**config.mk**
```make
export PLATFORM = sky130hd
export DESIGN_NAME = array_linked_list_engine
export DESIGN_NICKNAME = d
export VERILOG_FILES = /design/src/alal_pkg.sv /design/src/alal_ram.sv /design/src/alal_step.sv /design/src/array_linked_list_engine.sv
export SDC_FILE = /design/constraint.sdc
export NUM_CORES = 2
export LEC_CHECK = 0
export ABC_AREA = 1
export BUFFER_PORTS_ARGS = -buffer_cell sky130_fd_sc_hd__clkbuf_2
export CORE_ASPECT_RATIO = 0.75
export CORE_UTILIZATION = 45
export DETAILED_ROUTE_END_ITERATION = 8
export GPL_ROUTABILITY_DRIVEN = 0
export PLACE_DENSITY = 0.6
export SLEW_MARGIN = 20
export SYNTH_ARGS = -nofsm -noshare
export SYNTH_HDL_FRONTEND = slang
export SYNTH_SLANG_ARGS = --single-unit
```
**constraint.sdc**
```tcl
create_clock -name i_clk -period 9.4 [get_ports i_clk]
set_input_delay 2.82 -clock i_clk [delete_from_list [all_inputs] [get_ports i_clk]]
set_output_delay 2.82 -clock i_clk [all_outputs]
set_load 0.05 [all_outputs]
```
**src/alal_pkg.sv**
```systemverilog
// Shared types and constants of the array linked list engine.
`timescale 1ns / 1ps
`default_nettype none

package alal_pkg;

    localparam int DATA_W = 32;
    localparam int LINK_W = 8;
    localparam int POS_W  = 7;

    localparam logic [LINK_W-1:0] LINK_END  = 8'd254;
    localparam logic [LINK_W-1:0] LINK_FREE = 8'd255;

    typedef enum logic [1:0] {
        FUNC_INIT,
        FUNC_INSERT,
        FUNC_DELETE,
        FUNC_TRAVERSE
    } t_func;

    typedef enum logic [1:0] {
        ST_OK,
        ST_ILLEGAL,
        ST_FULL,
        ST_EMPTY
    } t_status;

    typedef enum logic [3:0] {
        S_IDLE,
        S_INIT,
        S_HEAD_RD,
        S_HEAD,
        S_WALK,
        S_FREE_RD,
        S_FREE_CK,
        S_INS_A,
        S_INS_B,
        S_TGT,
        S_DEL_A,
        S_DEL_B,
        S_TRAV
    } t_state;

    // Flags and counts from the shared link/count unit.
    typedef struct packed {
        logic              link_end;
        logic              link_free;
        logic              cnt_zero;
        logic              cnt_last;
        logic [LINK_W-1:0] cnt_inc;
        logic [LINK_W-1:0] cnt_dec;
    } t_step;

    // One result transaction.
    typedef struct packed {
        t_status           status;
        logic [DATA_W-1:0] value;
        logic [LINK_W-1:0] next;
        logic              last;
    } t_result;

endpackage

`default_nettype wire

```
**src/alal_ram.sv**
```systemverilog
// Generic single-write, single-read RAM with registered read data.
`timescale 1ns / 1ps
`default_nettype none

module alal_ram #(
    parameter int WIDTH = 32,
    parameter int DEPTH = 64,
    localparam int AW = (DEPTH > 1) ? $clog2(DEPTH) : 1
) (
    input  wire logic             i_clk,
    input  wire logic             i_we,
    input  wire logic [AW-1:0]    i_waddr,
    input  wire logic [WIDTH-1:0] i_wdata,
    input  wire logic [AW-1:0]    i_raddr,
    output logic      [WIDTH-1:0] o_rdata
);

    logic [WIDTH-1:0] r_mem [DEPTH];

    always_ff @(posedge i_clk) begin
        if (i_we) begin
            r_mem[i_waddr] <= i_wdata;
        end
        o_rdata <= r_mem[i_raddr];
    end

endmodule

`default_nettype wire

```
**src/alal_step.sv**
```systemverilog
// Shared link compare and counter step unit of the list sequencer.
`timescale 1ns / 1ps
`default_nettype none

module alal_step #(
    parameter int SLOTS = 64
) (
    input  wire logic [alal_pkg::LINK_W-1:0] i_link,
    input  wire logic [alal_pkg::LINK_W-1:0] i_cnt,
    output alal_pkg::t_step                  o_step
);

    localparam logic [alal_pkg::LINK_W-1:0] SlotsW = alal_pkg::LINK_W'(SLOTS);
    localparam logic [alal_pkg::LINK_W-1:0] LastW  = alal_pkg::LINK_W'(SLOTS - 1);

    always_comb begin
        o_step.link_end  = (i_link >= SlotsW);
        o_step.link_free = (i_link == alal_pkg::LINK_FREE);
        o_step.cnt_zero  = (i_cnt == '0);
        o_step.cnt_last  = (i_cnt == LastW);
        o_step.cnt_inc   = i_cnt + 8'd1;
        o_step.cnt_dec   = i_cnt - 8'd1;
    end

endmodule

`default_nettype wire

```
**src/array_linked_list_engine.sv**
```systemverilog
// Top level of the array linked list engine: command sequencer and slot store.
`timescale 1ns / 1ps
`default_nettype none

// A singly linked list kept in SLOTS slots, slot 0 always the head. A command
// transaction is taken when start is high and busy is low; busy then stays
// high until the command's last result is out. Results come from an output
// register, one transaction per o_valid cycle, and the receiver cannot stall
// them: sample every cycle in which o_valid is high. o_last marks the final
// result of a command. Insert, delete and traverse first read the head (an
// empty list answers there). The position walk then takes position - 1
// steps for position 2 and up, every step one link read from the single
// read port of the link RAM. Insert adds a free-slot scan that probes each
// slot by a read and then a compare, up to SLOTS slots, plus two writes;
// delete adds a target read and two writes, or one write when the only node
// goes. Traverse streams one node per cycle after the head read. No clearing
// pass after reset is needed: each slot carries a valid bit in flip-flops,
// cleared by reset and by init, and a link that is not valid reads as free.
// busy drops in the cycle the last result is shown, so the next command may
// be issued then.
module array_linked_list_engine #(
    parameter int SLOTS = 64
) (
    input  wire logic                           i_clk,
    input  wire logic                           i_rst_n,
    input  wire logic                           start,
    output logic                                busy,
    input  wire logic [1:0]                     i_func,
    input  wire logic signed [alal_pkg::DATA_W-1:0] i_value,
    input  wire logic [alal_pkg::POS_W-1:0]     i_position,
    output logic                                o_valid,
    output logic [1:0]                          o_status,
    output logic signed [alal_pkg::DATA_W-1:0]  o_node_value,
    output logic [alal_pkg::LINK_W-1:0]         o_node_next,
    output logic                                o_last
);

    localparam int IW = (SLOTS > 1) ? $clog2(SLOTS) : 1;
    localparam int DW = alal_pkg::DATA_W;
    localparam int LW = alal_pkg::LINK_W;
    localparam int PW = alal_pkg::POS_W;
    localparam logic [LW-1:0] SlotsW = LW'(SLOTS);

    // Control state.
    alal_pkg::t_state  r_state, n_state;
    logic [SLOTS-1:0]  r_vbits, n_vbits;
    logic              r_rd_vld;
    logic              r_valid, n_valid;
    logic [LW-1:0]     r_cnt, n_cnt;

    // Payload state.
    alal_pkg::t_func   r_func, n_func;
    logic [DW-1:0]     r_value, n_value;
    logic [PW-1:0]     r_pos, n_pos;
    logic [IW-1:0]     r_cur, n_cur;
    logic [IW-1:0]     r_pred, n_pred;
    logic [LW-1:0]     r_plink, n_plink;
    logic [DW-1:0]     r_head_data, n_head_data;
    logic [LW-1:0]     r_head_link, n_head_link;
    logic [LW-1:0]     r_tgt, n_tgt;
    logic [DW-1:0]     r_tdata, n_tdata;
    logic [LW-1:0]     r_tlink, n_tlink;
    logic [IW-1:0]     r_fidx, n_fidx;
    alal_pkg::t_result r_res, n_res;

    // Store ports.
    logic [IW-1:0]     rd_addr;
    logic [IW-1:0]     wr_addr;
    logic              data_we, link_we;
    logic [DW-1:0]     data_wdata, data_q;
    logic [LW-1:0]     link_wdata, link_raw, link_q;

    alal_pkg::t_step   step;
    logic              accept, pos_one;

    alal_ram #(.WIDTH(DW), .DEPTH(SLOTS)) u_data_ram (
        .i_clk   (i_clk),
        .i_we    (data_we),
        .i_waddr (wr_addr),
        .i_wdata (data_wdata),
        .i_raddr (rd_addr),
        .o_rdata (data_q)
    );

    alal_ram #(.WIDTH(LW), .DEPTH(SLOTS)) u_link_ram (
        .i_clk   (i_clk),
        .i_we    (link_we),
        .i_waddr (wr_addr),
        .i_wdata (link_wdata),
        .i_raddr (rd_addr),
        .o_rdata (link_raw)
    );

    // A slot never written since init or reset reads as free.
    assign link_q = r_rd_vld ? link_raw : alal_pkg::LINK_FREE;

    alal_step #(.SLOTS(SLOTS)) u_step (
        .i_link (link_q),
        .i_cnt  (r_cnt),
        .o_step (step)
    );

    assign busy         = (r_state != alal_pkg::S_IDLE);
    assign accept       = start && !busy;
    assign pos_one      = (r_pos == PW'(1));
    assign o_valid      = r_valid;
    assign o_status     = r_res.status;
    assign o_node_value = r_res.value;
    assign o_node_next  = r_res.next;
    assign o_last       = r_res.last;

    always_comb begin
        n_state     = r_state;
        n_vbits     = r_vbits;
        n_valid     = 1'b0;
        n_cnt       = r_cnt;
        n_func      = r_func;
        n_value     = r_value;
        n_pos       = r_pos;
        n_cur       = r_cur;
        n_pred      = r_pred;
        n_plink     = r_plink;
        n_head_data = r_head_data;
        n_head_link = r_head_link;
        n_tgt       = r_tgt;
        n_tdata     = r_tdata;
        n_tlink     = r_tlink;
        n_fidx      = r_fidx;
        n_res       = r_res;
        rd_addr     = '0;
        wr_addr     = '0;
        data_we     = 1'b0;
        link_we     = 1'b0;
        data_wdata  = r_value;
        link_wdata  = alal_pkg::LINK_FREE;

        case (r_state)
            alal_pkg::S_IDLE: begin
                if (accept) begin
                    n_func  = alal_pkg::t_func'(i_func);
                    n_value = i_value;
                    n_pos   = i_position;
                    n_state = (alal_pkg::t_func'(i_func) == alal_pkg::FUNC_INIT)
                            ? alal_pkg::S_INIT : alal_pkg::S_HEAD_RD;
                end
            end

            alal_pkg::S_INIT: begin
                // Free every slot, then store the one-node list in slot 0.
                n_vbits    = '0;
                wr_addr    = '0;
                data_we    = 1'b1;
                link_we    = 1'b1;
                data_wdata = r_value;
                link_wdata = alal_pkg::LINK_END;
                n_valid    = 1'b1;
                n_res      = '{alal_pkg::ST_OK, '0, '0, 1'b1};
                n_state    = alal_pkg::S_IDLE;
            end

            alal_pkg::S_HEAD_RD: begin
                rd_addr = '0;
                n_state = alal_pkg::S_HEAD;
            end

            alal_pkg::S_HEAD: begin
                n_head_link = link_q;
                n_head_data = data_q;
                if (step.link_free) begin
                    n_valid = 1'b1;
                    n_res   = '{alal_pkg::ST_EMPTY, '0, '0, 1'b1};
                    n_state = alal_pkg::S_IDLE;
                end else begin
                    case (r_func)
                        alal_pkg::FUNC_TRAVERSE: begin
                            rd_addr = '0;
                            n_cnt   = '0;
                            n_state = alal_pkg::S_TRAV;
                        end
                        alal_pkg::FUNC_INSERT, alal_pkg::FUNC_DELETE: begin
                            if (r_pos == '0) begin
                                n_valid = 1'b1;
                                n_res   = '{alal_pkg::ST_ILLEGAL, '0, '0, 1'b1};
                                n_state = alal_pkg::S_IDLE;
                            end else if (pos_one) begin
                                if (r_func == alal_pkg::FUNC_INSERT) begin
                                    n_cnt   = '0;
                                    n_state = alal_pkg::S_FREE_RD;
                                end else if (step.link_end) begin
                                    // Sole node goes: clear slot 0, skip the free step.
                                    n_tgt   = link_q;
                                    n_tlink = alal_pkg::LINK_FREE;
                                    n_tdata = '0;
                                    n_state = alal_pkg::S_DEL_A;
                                end else begin
                                    n_tgt   = link_q;
                                    rd_addr = link_q[IW-1:0];
                                    n_state = alal_pkg::S_TGT;
                                end
                            end else begin
                                // Walk position - 2 links to the predecessor.
                                n_cnt   = LW'(r_pos) - 8'd2;
                                n_cur   = '0;
                                rd_addr = '0;
                                n_state = alal_pkg::S_WALK;
                            end
                        end
                        default: begin
                            n_state = alal_pkg::S_IDLE;
                        end
                    endcase
                end
            end

            alal_pkg::S_WALK: begin
                if (step.cnt_zero) begin
                    n_pred  = r_cur;
                    n_plink = link_q;
                    if (r_func == alal_pkg::FUNC_INSERT) begin
                        n_cnt   = '0;
                        n_state = alal_pkg::S_FREE_RD;
                    end else if (step.link_end) begin
                        n_valid = 1'b1;
                        n_res   = '{alal_pkg::ST_ILLEGAL, '0, '0, 1'b1};
                        n_state = alal_pkg::S_IDLE;
                    end else begin
                        n_tgt   = link_q;
                        rd_addr = link_q[IW-1:0];
                        n_state = alal_pkg::S_TGT;
                    end
                end else if (step.link_end) begin
                    n_valid = 1'b1;
                    n_res   = '{alal_pkg::ST_ILLEGAL, '0, '0, 1'b1};
                    n_state = alal_pkg::S_IDLE;
                end else begin
                    n_cur   = link_q[IW-1:0];
                    rd_addr = link_q[IW-1:0];
                    n_cnt   = step.cnt_dec;
                end
            end

            alal_pkg::S_FREE_RD: begin
                rd_addr = r_cnt[IW-1:0];
                n_state = alal_pkg::S_FREE_CK;
            end

            alal_pkg::S_FREE_CK: begin
                if (step.link_free) begin
                    n_fidx  = r_cnt[IW-1:0];
                    n_state = alal_pkg::S_INS_A;
                end else if (step.cnt_last) begin
                    n_valid = 1'b1;
                    n_res   = '{alal_pkg::ST_FULL, '0, '0, 1'b1};
                    n_state = alal_pkg::S_IDLE;
                end else begin
                    n_cnt   = step.cnt_inc;
                    n_state = alal_pkg::S_FREE_RD;
                end
            end

            alal_pkg::S_INS_A: begin
                // Fill the new slot: the moved head at position one, else the new node.
                wr_addr    = r_fidx;
                data_we    = 1'b1;
                link_we    = 1'b1;
                data_wdata = pos_one ? r_head_data : r_value;
                link_wdata = pos_one ? r_head_link : r_plink;
                n_state    = alal_pkg::S_INS_B;
            end

            alal_pkg::S_INS_B: begin
                wr_addr    = pos_one ? '0 : r_pred;
                data_we    = pos_one;
                data_wdata = r_value;
                link_we    = 1'b1;
                link_wdata = LW'(r_fidx);
                n_valid    = 1'b1;
                n_res      = '{alal_pkg::ST_OK, '0, '0, 1'b1};
                n_state    = alal_pkg::S_IDLE;
            end

            alal_pkg::S_TGT: begin
                n_tdata = data_q;
                n_tlink = link_q;
                n_state = alal_pkg::S_DEL_A;
            end

            alal_pkg::S_DEL_A: begin
                // Bypass the target; at position one the successor moves into slot 0.
                wr_addr    = pos_one ? '0 : r_pred;
                data_we    = pos_one;
                data_wdata = r_tdata;
                link_we    = 1'b1;
                link_wdata = r_tlink;
                if (r_tgt >= SlotsW) begin
                    n_valid = 1'b1;
                    n_res   = '{alal_pkg::ST_OK, '0, '0, 1'b1};
                    n_state = alal_pkg::S_IDLE;
                end else begin
                    n_state = alal_pkg::S_DEL_B;
                end
            end

            alal_pkg::S_DEL_B: begin
                wr_addr    = r_tgt[IW-1:0];
                link_we    = 1'b1;
                link_wdata = alal_pkg::LINK_FREE;
                n_valid    = 1'b1;
                n_res      = '{alal_pkg::ST_OK, '0, '0, 1'b1};
                n_state    = alal_pkg::S_IDLE;
            end

            alal_pkg::S_TRAV: begin
                // Emit the node just read; stop at the end mark or after SLOTS nodes.
                n_valid      = 1'b1;
                n_res.status = alal_pkg::ST_OK;
                n_res.value  = data_q;
                n_res.next   = link_q;
                n_res.last   = step.link_end || step.cnt_last;
                if (step.link_end || step.cnt_last) begin
                    n_state = alal_pkg::S_IDLE;
                end else begin
                    rd_addr = link_q[IW-1:0];
                    n_cnt   = step.cnt_inc;
                end
            end

            default: begin
                n_state = alal_pkg::S_IDLE;
            end
        endcase

        // Any slot whose link is written becomes valid.
        if (link_we) begin
            n_vbits[wr_addr] = 1'b1;
        end
    end

    always_ff @(posedge i_clk) begin
        if (!i_rst_n) begin
            r_state  <= alal_pkg::S_IDLE;
            r_vbits  <= '0;
            r_rd_vld <= 1'b0;
            r_valid  <= 1'b0;
            r_cnt    <= '0;
        end else begin
            r_state  <= n_state;
            r_vbits  <= n_vbits;
            r_rd_vld <= r_vbits[rd_addr];
            r_valid  <= n_valid;
            r_cnt    <= n_cnt;
        end
    end

    always_ff @(posedge i_clk) begin
        r_func      <= n_func;
        r_value     <= n_value;
        r_pos       <= n_pos;
        r_cur       <= n_cur;
        r_pred      <= n_pred;
        r_plink     <= n_plink;
        r_head_data <= n_head_data;
        r_head_link <= n_head_link;
        r_tgt       <= n_tgt;
        r_tdata     <= n_tdata;
        r_tlink     <= n_tlink;
        r_fidx      <= n_fidx;
        r_res       <= n_res;
    end

endmodule

`default_nettype wire

```
==> reports/metrics.csv <==
metric;value;unit
clk_path_buf_depth;4;
worst-slew-pin-transition;1.15;ns
p_per_area;198;nW/µm²
yosysWarnings;0;
grt_max_degree;214;
worstPathRequired;10.18;ns
numCtsBuffers;287;
antenna_found_initial;26;
synthFlopType;edfxtp_1;
cp_cell_sequence;nor2_4 -> nand2_2 -> nor2_1 -> nand2_1 -> nand2_1 -> nor2_4 -> buf_4 -> buf_12 -> o211ai_1 -> o211ai_1 -> nand3_1 -> nand3_1 -> nand3_1 -> nand2_1;
hold_viol;0;
slew_violations;0;
hpwl;193000;µm
cts_setup_buffers;0;
post_drt_wl_per_cell;26.1;µm
drtPass1Iterations;6;
tns;0;ns
cp_max_fo;171;
slowest_stage;nand2_2;
rsz0062_at_grt;no;
slew_headroom;23.0;%
holdWs;0.428;ns
synth.avg_cell_area;12.4;µm²
synth_nets;9572;
drive_gt1_share;8.63;%
finalCritPeriodShare;59.2;%
grt_pass1_vias;69500;
pin_count;89;
syn_inst;9521;
drtAntennaViolNets;0;
setup_viol;0;
crit_buf_inv;2;
synth_top_cell_area_share;70.1;%
nFillCells;22000;
slowest_delay;0.74;ns
irDropWorstVdd;151;µV
hp-class;register to register;
numPortBuffers;88;
drc;0;
die_area;265000;µm²
grt_use_total;25.4;%
core;260000;µm²
clock_latency;0.88;ns
overflow;0;
cts_tree;done;
status;completed;
synth.cell_area;118000;µm²
syn2layout_area_growth;11.1;%
arrival;6.34;ns
cts.sinks;2876;
setup_slack;3.83;ns
synth_edf_count;2758;
core.rowCount;162;
synthArstFlopShare;0;%
synth_area_leaders;edfxtp_1 70%, o211ai_1 8.1%, nand2_1 3.9%, inv_1 3.6%, nand3_1 3.0%;
yosysUniqueCellTypes;45;
start_util;45.4;%
min_period;5.57;ns
final_nets;9517;
cts-htree-levels;5;
first_iter_violations;11300;
critical-path-top-delay-family;simple AND/OR/NAND/NOR gates;
fin_worst_skew;0.0659;ns
viasPerCell;5.81;
p_leak;43.6;nW
start_kind;register;
cts_root_buf;clkbuf_16;
die_h;446;µm
max_freq;180;MHz
route.vias.total;76200;
routed_wl;343000;µm
place_ws;3.99;ns
grt_pass1_wl;493000;µm
synth.largest_area_cell;edfxtp_1;
ctsHoldBuffers;0;
maxCapViolCount;0;
cts.clk_slew.worst_paths;0.06;ns
crit_path_end_kind;register;
fin_util;50.4;%
ys_ff_latch;2876;
dieWidth;594;µm
crit_type;register to register;
cts_resized;0;
ys_seq_area_share;72.1;%
[worst paths after layout]
| check | startpoint | end | slack, ns | depth (start not counted) |
|---|---|---|---|---|
| max | r_state[0] | u_data_ram.o_rdata[30] | 3.83 | 14 |
| min | r_cur[1] | r_pred[1] | 0.43 | 0 |
| max reg2reg | r_state[0] | u_data_ram.o_rdata[30] | 3.83 | 14 |
| min reg2reg | r_cur[1] | r_pred[1] | 0.43 | 0 |
[synthesized netlist by cell type (all sizes together) (7+ instances only)]
master	count
a31oi	7
buf	371
ha	7
nor2	631
inv	1155
o211ai	1282
nor4	8
a21oi	85
nor3	43
nand2	1235
or2	84
nand3	702
o21ai	709
edfxtp	2758
nand4	12
dfxtp	118
clkbuf	271
o2111ai	8
[through the flow]
step                instances  cell area [µm²]  power, W
finish                  13100           131000    0.0261
global route            13100           131000    0.0267
CTS                     13100           131000    0.0262
detailed placement      12600           122000    0.0153
global placement        12600           122000    0.0153
floorplan                9521           118000    0.0149
[registers in the layout (all words and copies together) (netlist names), 32 cells and up]
register            flops
r_vbits                64
r_tdata                32
u_link_ram.r_mem      512
u_data_ram.o_rdata     32
o_node_value           32
u_data_ram.r_mem     2048
r_value                32
r_head_data            32
[layer usage]
metal / vias to the layer above / track usage (%) / wire length (µm)
li1: 34200 / - / -
met1: 37600 / 38.2 / 148000
met2: 4023 / 36.3 / 144000
met3: 470 / 7.00 / 43200
met4: 12 / 6.16 / 7840
met5: - / 0 / 70
[power by group]
part	switching [W]	internal, W	leakage [nW]	total (W)
logic	0.000681	0.000104	13.7	0.000785
registers	0.0000540	0.0142	25.7	0.0143
clock network	0.00482	0.00616	4.29	0.0110
total	0.00556	0.0205	43.6	0.0261
[worst reg2reg max path, cell delays in order, from the launching register on]
cell      delay (ns)
dfxtp_1         0.46
nor2_4          0.12
nand2_2         0.74
nor2_1          0.29
nand2_1         0.21
nand2_1         0.11
nor2_4          0.58
buf_4           0.56
buf_12          0.53
o211ai_1        0.54
o211ai_1        0.15
nand3_1         0.29
nand3_1         0.25
nand3_1         0.49
nand2_1         0.20
[cells by family after synthesis]
logic type / count (synthesis) / share of synthesized area (%)
AOI/OAI and AO/OA: 2115 / 11.8
and+or+nand+nor: 2716 / 9.67
buffers and inverters: 1802 / 6.40
DFF: 2876 / 72.1
adders and majority gates: 7 / 0.0741
xor gates and xnor gates: 5 / 0.0370
[cell type report]
cell class	instances	area [µm²]	area share, %
well taps	3444	4310	3.28
clock buffers	393	7920	6.03
multi-input cells	4843	26100	19.9
diodes	4	10.0	0.00762
inverters	1160	4360	3.32
clock inverters	112	855	0.651
repair buffers	298	2600	1.98
flip-flops and latches	2876	85200	64.9
[layout by cell type (no fill, tap or decap), types with 88 or more instances in the layout]
cell type and count:
clkbuf_16 295, edfxtp_1 2758, dfxtp_1 118, nor2_1 584, clkbuf_2 88, o21ai_0 458, buf_4 169, o21ai_1 251
o211ai_1 1282, inv_1 1142, nand3_1 700, nand2_1 1234
Note: power is estimated with default switching activity, not from simulation.
